==> config.mk <==
export PLATFORM = sky130hd
export DESIGN_NAME = vfd_controller_command_decoder_core
export DESIGN_NICKNAME = d
export VERILOG_FILES = /design/src/design/vfdcd_pkg.sv /design/src/design/vfd_controller_command_decoder_core.sv /design/src/design/vfdcd_front.sv /design/src/design/vfdcd_queue.sv /design/src/design/vfdcd_back.sv
export SDC_FILE = /design/constraint.sdc
export NUM_CORES = 1
export LEC_CHECK = 0
export ABC_AREA = 1
export BUFFER_PORTS_ARGS = -buffer_cell sky130_fd_sc_hd__buf_2
export CORE_UTILIZATION = 40
export CTS_CLUSTER_DIAMETER = 60
export CTS_CLUSTER_SIZE = 12
export DETAILED_ROUTE_END_ITERATION = 8
export SLEW_MARGIN = 30
export SYNTH_ARGS = -nofsm -noshare
export SYNTH_HDL_FRONTEND = slang
export SYNTH_SLANG_ARGS = --single-unit
==> constraint.sdc <==
create_clock -name clk -period 3.6 [get_ports clk]
set_clock_uncertainty 0.15 [all_clocks]
set_input_delay 0.36 -clock clk [delete_from_list [all_inputs] [get_ports clk]]
set_output_delay 0.36 -clock clk [all_outputs]
set_load 0.01 [all_outputs]
==> src/design/vfdcd_pkg.sv <==
// ----------------------------------------------------------------------------
// vfdcd_pkg
// Types and constants shared by the serial command decoder of a VFD controller.
// ----------------------------------------------------------------------------
package vfdcd_pkg;

    localparam int RAM_DEPTH   = 16;
    localparam int ADDR_W      = 4;
    localparam int RAM_IDX_W   = (RAM_DEPTH > 1) ? $clog2(RAM_DEPTH) : 1;
    localparam logic [ADDR_W:0] ADDR_LIMIT = (ADDR_W + 1)'(RAM_DEPTH);

    localparam int QUEUE_DEPTH = 2;
    localparam int QPTR_W      = (QUEUE_DEPTH > 1) ? $clog2(QUEUE_DEPTH) : 1;
    localparam int QCNT_W      = $clog2(QUEUE_DEPTH + 1);

    localparam logic [1:0] KIND_MODE    = 2'b00;
    localparam logic [1:0] KIND_DATASET = 2'b01;
    localparam logic [1:0] KIND_DISPCTL = 2'b10;
    localparam logic [1:0] KIND_ADDRSET = 2'b11;

    typedef struct packed {
        logic       func;
        logic       frame_start;
        logic [7:0] byte_value;
        logic [3:0] read_address;
    } in_word_t;

    typedef struct packed {
        logic [7:0] ram_data;
        logic       ram_written;
        logic       disp_enable;
        logic [2:0] dimming;
        logic [1:0] display_mode;
        logic       test_mode;
    } out_word_t;

    typedef enum logic [2:0] {
        OP_READ,
        OP_MODE,
        OP_DATASET,
        OP_DISPCTL,
        OP_ADDRSET,
        OP_DATA
    } op_t;

    typedef struct packed {
        op_t        op;
        logic [7:0] arg;
    } cmd_t;

    typedef struct packed {
        logic full;
        logic empty;
    } q_status_t;

endpackage

==> src/design/vfd_controller_command_decoder_core.sv <==
// ----------------------------------------------------------------------------
// vfd_controller_command_decoder_core
// Device-side serial command decoder of a vacuum-fluorescent display controller.
// ----------------------------------------------------------------------------
// Input channel: a word is taken at a clock edge with push high and full low.
// Each word is a received serial byte (with its frame-start mark) or a read
// of one display RAM entry. Result channel: while empty is low the oldest
// result word is on result; it is taken at an edge with pop high.
// Exactly one result word per input word, in order.
// A word taken is first held in the operation queue; its result is then written
// into the result queue, from which it can be popped. Throughput: one word per
// cycle while the result queue has room; the back end decodes each operation and does its RAM write as it takes it.
// A two-entry operation queue parts front and back; a two-entry result queue
// parts the back end from the receiver. When the receiver stalls, the result
// queue fills, then the operation queue, then full rises.
// Reset: all control registers and the display RAM clear at once; display
// off, increment addressing, no data frame open. No clearing pass.
// ----------------------------------------------------------------------------
module vfd_controller_command_decoder_core
    import vfdcd_pkg::*;
(
    input  logic      clk,
    input  logic      rst_n,
    input  logic      push,
    output logic      full,
    input  in_word_t  item,
    input  logic      pop,
    output logic      empty,
    output out_word_t result
);

    q_status_t q_status;
    logic      q_push, q_pop;
    cmd_t      q_wr_cmd, q_rd_cmd;

    vfdcd_front u_front (
        .push     (push),
        .full     (full),
        .item     (item),
        .q_status (q_status),
        .q_push   (q_push),
        .q_cmd    (q_wr_cmd)
    );

    vfdcd_queue u_queue (
        .clk    (clk),
        .rst_n  (rst_n),
        .wr_en  (q_push),
        .wr_cmd (q_wr_cmd),
        .rd_en  (q_pop),
        .rd_cmd (q_rd_cmd),
        .status (q_status)
    );

    vfdcd_back u_back (
        .clk      (clk),
        .rst_n    (rst_n),
        .q_cmd    (q_rd_cmd),
        .q_status (q_status),
        .q_pop    (q_pop),
        .pop      (pop),
        .empty    (empty),
        .result   (result)
    );

endmodule

==> src/design/vfdcd_front.sv <==
// ----------------------------------------------------------------------------
// vfdcd_front
// Accepts input words and classifies them into decoded operations.
// ----------------------------------------------------------------------------
module vfdcd_front
    import vfdcd_pkg::*;
(
    input  logic      push,
    output logic      full,
    input  in_word_t  item,
    input  q_status_t q_status,
    output logic      q_push,
    output cmd_t      q_cmd
);

    assign full   = q_status.full;
    assign q_push = push && !q_status.full;

    always_comb
    begin
        q_cmd.arg = item.byte_value;
        q_cmd.op  = OP_DATA;
        if (item.func)
        begin
            q_cmd.op  = OP_READ;
            q_cmd.arg = {4'b0000, item.read_address};
        end
        else if (item.frame_start)
        begin
            case (item.byte_value[7:6])
                KIND_MODE:    q_cmd.op = OP_MODE;
                KIND_DATASET: q_cmd.op = OP_DATASET;
                KIND_DISPCTL: q_cmd.op = OP_DISPCTL;
                KIND_ADDRSET: q_cmd.op = OP_ADDRSET;
                default:      q_cmd.op = OP_MODE;
            endcase
        end
    end

endmodule

==> src/design/vfdcd_queue.sv <==
// ----------------------------------------------------------------------------
// vfdcd_queue
// Short queue of decoded operations between front and back.
// ----------------------------------------------------------------------------
module vfdcd_queue
    import vfdcd_pkg::*;
(
    input  logic      clk,
    input  logic      rst_n,
    input  logic      wr_en,
    input  cmd_t      wr_cmd,
    input  logic      rd_en,
    output cmd_t      rd_cmd,
    output q_status_t status
);

    cmd_t              entry_reg [QUEUE_DEPTH];
    logic [QPTR_W-1:0] wr_ptr_reg, wr_ptr_next;
    logic [QPTR_W-1:0] rd_ptr_reg, rd_ptr_next;
    logic [QCNT_W-1:0] count_reg, count_next;
    logic              do_wr, do_rd;

    assign status.full  = (count_reg == QCNT_W'(QUEUE_DEPTH));
    assign status.empty = (count_reg == '0);
    assign do_wr        = wr_en && !status.full;
    assign do_rd        = rd_en && !status.empty;
    assign rd_cmd       = entry_reg[rd_ptr_reg];

    always_comb
    begin
        wr_ptr_next = wr_ptr_reg;
        rd_ptr_next = rd_ptr_reg;
        count_next  = count_reg;
        if (do_wr)
            wr_ptr_next = (wr_ptr_reg == QPTR_W'(QUEUE_DEPTH - 1)) ? '0 : wr_ptr_reg + 1'b1;
        if (do_rd)
            rd_ptr_next = (rd_ptr_reg == QPTR_W'(QUEUE_DEPTH - 1)) ? '0 : rd_ptr_reg + 1'b1;
        if (do_wr && !do_rd)
            count_next = count_reg + 1'b1;
        else if (do_rd && !do_wr)
            count_next = count_reg - 1'b1;
    end

    always_ff @(posedge clk or negedge rst_n)
    begin
        if (!rst_n)
        begin
            wr_ptr_reg <= '0;
            rd_ptr_reg <= '0;
            count_reg  <= '0;
        end
        else
        begin
            wr_ptr_reg <= wr_ptr_next;
            rd_ptr_reg <= rd_ptr_next;
            count_reg  <= count_next;
        end
    end

    always_ff @(posedge clk)
    begin
        if (do_wr)
            entry_reg[wr_ptr_reg] <= wr_cmd;
    end

    a_count_bound: assert property (@(posedge clk) disable iff (!rst_n)
        count_reg <= QCNT_W'(QUEUE_DEPTH))
        else $error("cmd queue count overflow");

    a_count_track: assert property (@(posedge clk) disable iff (!rst_n)
        (do_wr && !do_rd) |=> (count_reg == $past(count_reg) + 1'b1))
        else $error("cmd queue count lost a write");

endmodule

==> src/design/vfdcd_back.sv <==
// ----------------------------------------------------------------------------
// vfdcd_back
// Executes decoded operations: controller state, display RAM, result queue.
// ----------------------------------------------------------------------------
module vfdcd_back
    import vfdcd_pkg::*;
(
    input  logic      clk,
    input  logic      rst_n,
    input  cmd_t      q_cmd,
    input  q_status_t q_status,
    output logic      q_pop,
    input  logic      pop,
    output logic      empty,
    output out_word_t result
);

    logic [7:0]        ram_reg [RAM_DEPTH];
    logic [ADDR_W-1:0] ptr_reg, ptr_next;
    logic              fixed_reg, fixed_next;
    logic              frame_reg, frame_next;
    logic [1:0]        mode_reg, mode_next;
    logic              test_reg, test_next;
    logic              enable_reg, enable_next;
    logic [2:0]        dim_reg, dim_next;

    out_word_t         res_reg [QUEUE_DEPTH];
    logic [QPTR_W-1:0] res_wr_reg, res_wr_next;
    logic [QPTR_W-1:0] res_rd_reg, res_rd_next;
    logic [QCNT_W-1:0] res_cnt_reg, res_cnt_next;

    logic              res_full, take, do_pop, ram_we;
    logic [ADDR_W-1:0] rd_addr;
    logic [7:0]        rd_data;
    logic              written;
    out_word_t         res_word;

    assign res_full = (res_cnt_reg == QCNT_W'(QUEUE_DEPTH));
    assign empty    = (res_cnt_reg == '0);
    assign take     = !q_status.empty && !res_full;
    assign q_pop    = take;
    assign do_pop   = pop && !empty;
    assign result   = res_reg[res_rd_reg];
    assign rd_addr  = q_cmd.arg[ADDR_W-1:0];

    always_comb
    begin
        ptr_next    = ptr_reg;
        fixed_next  = fixed_reg;
        frame_next  = frame_reg;
        mode_next   = mode_reg;
        test_next   = test_reg;
        enable_next = enable_reg;
        dim_next    = dim_reg;
        ram_we      = 1'b0;
        written     = 1'b0;
        rd_data     = 8'h00;
        if (take)
        begin
            case (q_cmd.op)
                OP_READ:
                begin
                    if ({1'b0, rd_addr} < ADDR_LIMIT)
                        rd_data = ram_reg[rd_addr[RAM_IDX_W-1:0]];
                end
                OP_MODE:
                begin
                    mode_next  = q_cmd.arg[1:0];
                    frame_next = 1'b0;
                end
                OP_DATASET:
                begin
                    test_next  = q_cmd.arg[3];
                    fixed_next = q_cmd.arg[2];
                    frame_next = 1'b0;
                end
                OP_DISPCTL:
                begin
                    enable_next = q_cmd.arg[3];
                    dim_next    = q_cmd.arg[2:0];
                    frame_next  = 1'b0;
                end
                OP_ADDRSET:
                begin
                    ptr_next   = q_cmd.arg[ADDR_W-1:0];
                    frame_next = 1'b1;
                end
                OP_DATA:
                begin
                    if (frame_reg)
                    begin
                        if ({1'b0, ptr_reg} < ADDR_LIMIT)
                        begin
                            ram_we  = 1'b1;
                            written = 1'b1;
                        end
                        if (!fixed_reg)
                        begin
                            if (({1'b0, ptr_reg} + 1'b1) >= ADDR_LIMIT)
                                ptr_next = '0;
                            else
                                ptr_next = ptr_reg + 1'b1;
                        end
                    end
                end
                default:
                begin
                end
            endcase
        end
    end

    always_comb
    begin
        res_word.ram_data     = rd_data;
        res_word.ram_written  = written;
        res_word.disp_enable  = enable_next;
        res_word.dimming      = dim_next;
        res_word.display_mode = mode_next;
        res_word.test_mode    = test_next;
    end

    always_comb
    begin
        res_wr_next  = res_wr_reg;
        res_rd_next  = res_rd_reg;
        res_cnt_next = res_cnt_reg;
        if (take)
            res_wr_next = (res_wr_reg == QPTR_W'(QUEUE_DEPTH - 1)) ? '0 : res_wr_reg + 1'b1;
        if (do_pop)
            res_rd_next = (res_rd_reg == QPTR_W'(QUEUE_DEPTH - 1)) ? '0 : res_rd_reg + 1'b1;
        if (take && !do_pop)
            res_cnt_next = res_cnt_reg + 1'b1;
        else if (do_pop && !take)
            res_cnt_next = res_cnt_reg - 1'b1;
    end

    always_ff @(posedge clk or negedge rst_n)
    begin
        if (!rst_n)
        begin
            ptr_reg     <= '0;
            fixed_reg   <= 1'b0;
            frame_reg   <= 1'b0;
            mode_reg    <= '0;
            test_reg    <= 1'b0;
            enable_reg  <= 1'b0;
            dim_reg     <= '0;
            res_wr_reg  <= '0;
            res_rd_reg  <= '0;
            res_cnt_reg <= '0;
            for (int i = 0; i < RAM_DEPTH; i++)
                ram_reg[i] <= 8'h00;
        end
        else
        begin
            ptr_reg     <= ptr_next;
            fixed_reg   <= fixed_next;
            frame_reg   <= frame_next;
            mode_reg    <= mode_next;
            test_reg    <= test_next;
            enable_reg  <= enable_next;
            dim_reg     <= dim_next;
            res_wr_reg  <= res_wr_next;
            res_rd_reg  <= res_rd_next;
            res_cnt_reg <= res_cnt_next;
            if (ram_we)
                ram_reg[ptr_reg[RAM_IDX_W-1:0]] <= q_cmd.arg;
        end
    end

    always_ff @(posedge clk)
    begin
        if (take)
            res_reg[res_wr_reg] <= res_word;
    end

    a_addrset_opens_frame: assert property (@(posedge clk) disable iff (!rst_n)
        (take && q_cmd.op == OP_ADDRSET) |=> frame_reg)
        else $error("address command did not open a data frame");

    a_write_needs_frame: assert property (@(posedge clk) disable iff (!rst_n)
        ram_we |-> (take && frame_reg && q_cmd.op == OP_DATA))
        else $error("RAM write outside a data frame");

endmodule
==> results.cfg <==
[placement]
dpl.hpwl_um = 15800
port_buffers = 35
place_congestion = 0.863
dp.cells = 1435

[die]
core-area_mm2 = 0.0235
row_count = 56
start_util = 0.408
ios = 36
die_y_um = 157
dieArea_mm2 = 0.0246
fp.dieW_um = 157

[setup_path]
critPathRequiredTime_ns = 3.78
worstPathMaxFanout = 41
critPathKind = flop to flop
cp-end-kind = flop
cp-start-kind = flop
critPathArrivalTime_ns = 3.01

[sta]
timing.final.crit_period_ns = 2.83
rsz0062_at_grt = no
hold_violations = 0
finalSetupTns_ns = 0
setup_viol = 0
relSlewSlack = 0.378
fmaxAchievable_ghz = 0.354
hold-worst-slack_ns = 0.0382
slew_viol_final = 0
min_period_over_period = 0.785
tightest_slew_ns = 0.930

[logic_synthesis]
synth_area_leader_cell = dfrtp_1
synth_cell_types = 34
syn-cell-area_mm2 = 0.00958
yosysMostFrequentCell = nand2_1
ys.flop_type = dfrtp_1
netlist.area_leader.share = 0.389
syn_area_per_cell_um2 = 8.49
syn_inst = 1129
yosysSeqAreaShare = 0.558
synth_area_leaders = dfrtp_1, nand2_1, edfxtp_1, nand3_1, o21ai_0
synth_edf_count = 54
syn-num-nets = 1156
synth_common_cells = nand2_1, nand3_1, dfrtp_1
ys_warn_count = 0
async_reset_ff_frac = 0.734
ys_ff_latch = 203

[global_route]
gr-total-overflow = 0
antenna_found_initial = 0
grt_pass1_wl_um = 40000
grt_pass1_vias = 7222
track_usage = 0.209
grt_max_degree = 65

[power]
total_power_mw = 9.05
powerDensity_mw_per_mm2 = 853
vdd_drop_max_mv = 0.411
leakagePower_nw = 5.01

[clock_tree]
clock-root-buffer = clkbuf_16
htreeDepth = 1
clock_latency_ns = 0.50
clkTransAtPathRegs_ns = 0.06
cts_num_sinks = 203
cts_tree = yes
cts-resized-gates = 0
clock_path_buffers = 3
cts_buffers = 21

[drt]
drtAntennaViolNets = 0
drt_iter0_markers = 637
drc = 0
vias = 7583
drtPass1Iterations = 5
routed_wl_um = 24900
wl_per_cell_um = 16.9
via_per_inst = 5.16

[final_layout]
final-seq-area_mm2 = 0.00535
insertedDiodeCount = 0
largest_reg_flops = 128
n_fill_cell = 2304
drive_gt1_frac = 0.103
final_nets = 1168
multi_input_area_mm2 = 0.00376
syn_to_final_growth_pct = 10.8
layout.cells.non_filler = 1470

[worst_hold_path]
hold_class = primary input to flop

[status]
status = finished, final reports clean

[job]
maxCapViolCount = 0
## kinds of logic (layout without fill, tap and decap cells)
logic type / count (synthesis) / after routing / synth area share
compound gates: 99 / 99 / 0.0618
xor+xnor: 7 / 7 / 0.00640
fa+ha+maj: 9 / 9 / 0.0118
buf+inv: 104 / 126 / 0.0518
flops: 203 / 203 / 0.558
mux: 4 / 4 / 0.00470
simple gates: 703 / 703 / 0.305
## per-layer routing
layer | wire length (µm) | part of all wire | vias to the layer above | global-route usage
li1 | - | - | 3695 | -
met1 | 11300 | 0.46 | 3619 | 0.291
met2 | 11400 | 0.46 | 224 | 0.332
met3 | 1380 | 0.055 | 45 | 0.0357
met4 | 737 | 0.030 | 0 | 0.0668
met5 | 0 | 0 | - | 0
## layout by cell type, fill, tap and decap left out, types with 2 or more instances in the layout
cell type / instances
nand2_2: 9
nand4_1: 4
mux2_2: 4
nand2_1: 450
xnor2_1: 2
nand3_1: 172
xor2_1: 5
nor2_2: 2
clkbuf_1: 9
buf_4: 11
o21a_1: 4
clkbuf_16: 21
edfxtp_1: 54
or2_1: 2
buf_2: 34
nor2_4: 2
inv_1: 37
nor3_1: 3
clkinv_1: 2
clkinv_2: 2
nor2_1: 56
buf_12: 3
ha_1: 9
o21ai_2: 21
dfrtp_1: 149
o21ai_1: 14
o21ai_0: 45
a21oi_1: 12
## path summary, 6_finish.rpt
path	slack (ns)	cells after the start	end	start
setup / recovery	0.77	10	u_back.res_reg[0][10]	u_queue.rd_ptr_reg
hold / removal	0.04	2	u_queue.entry_reg[1][2]	item[6]
setup reg to reg	0.77	10	u_back.res_reg[0][10]	u_queue.rd_ptr_reg
hold reg to reg	0.32	2	u_back.ram_reg[116]	u_back.ram_reg[116]
max in group asynchronous	2.43	3	u_back.frame_reg	rst_n
min in group asynchronous	0.20	2	u_back.ram_reg[19]	rst_n
## layout make-up
| type | instances | share of cell area |
|---|---|---|
| tap | 319 | 0.0376 |
| sequential | 203 | 0.504 |
| clock inverter | 3 | 0.00177 |
| timing repair buffer | 52 | 0.0355 |
| clock buffer | 30 | 0.0527 |
| inverter | 41 | 0.0147 |
| multi-input combinational | 822 | 0.354 |
## critical path: stages (launching register included)
cell and delay (ns):
dfrtp_1 0.48, inv_2 0.27, nand2_2 0.23, nand2_2 0.73, buf_4 0.30, nand2_1 0.06, nand3_1 0.06, nand3_1 0.07
nand3_1 0.09, nand2_1 0.06, nor2_1 0.15
## power by group
group	switching (mW)	internal, mW
sequential	0.354	3.17
clock	0.862	1.07
combinational	2.55	1.05
total	3.76	5.29
## metrics by stage
stage / util / worst slack [ns] / area (µm²)
2_1_floorplan: - / 1.63 / 9580
3_3_place_gp: 0.425 / 0.856 / 9980
3_5_place_dp: 0.427 / 0.769 / 10000
4_1_cts: 0.452 / 0.753 / 10600
5_1_grt: 0.452 / 0.454 / 10600
6_report: 0.452 / 0.772 / 10600
## timing repair
action	4_1_cts	5_1_grt
buffers inserted	0	0
endpoints found under the hold margin	35	0
hold buffers	1	0
No activity file was read; power rests on OpenSTA's default activity.
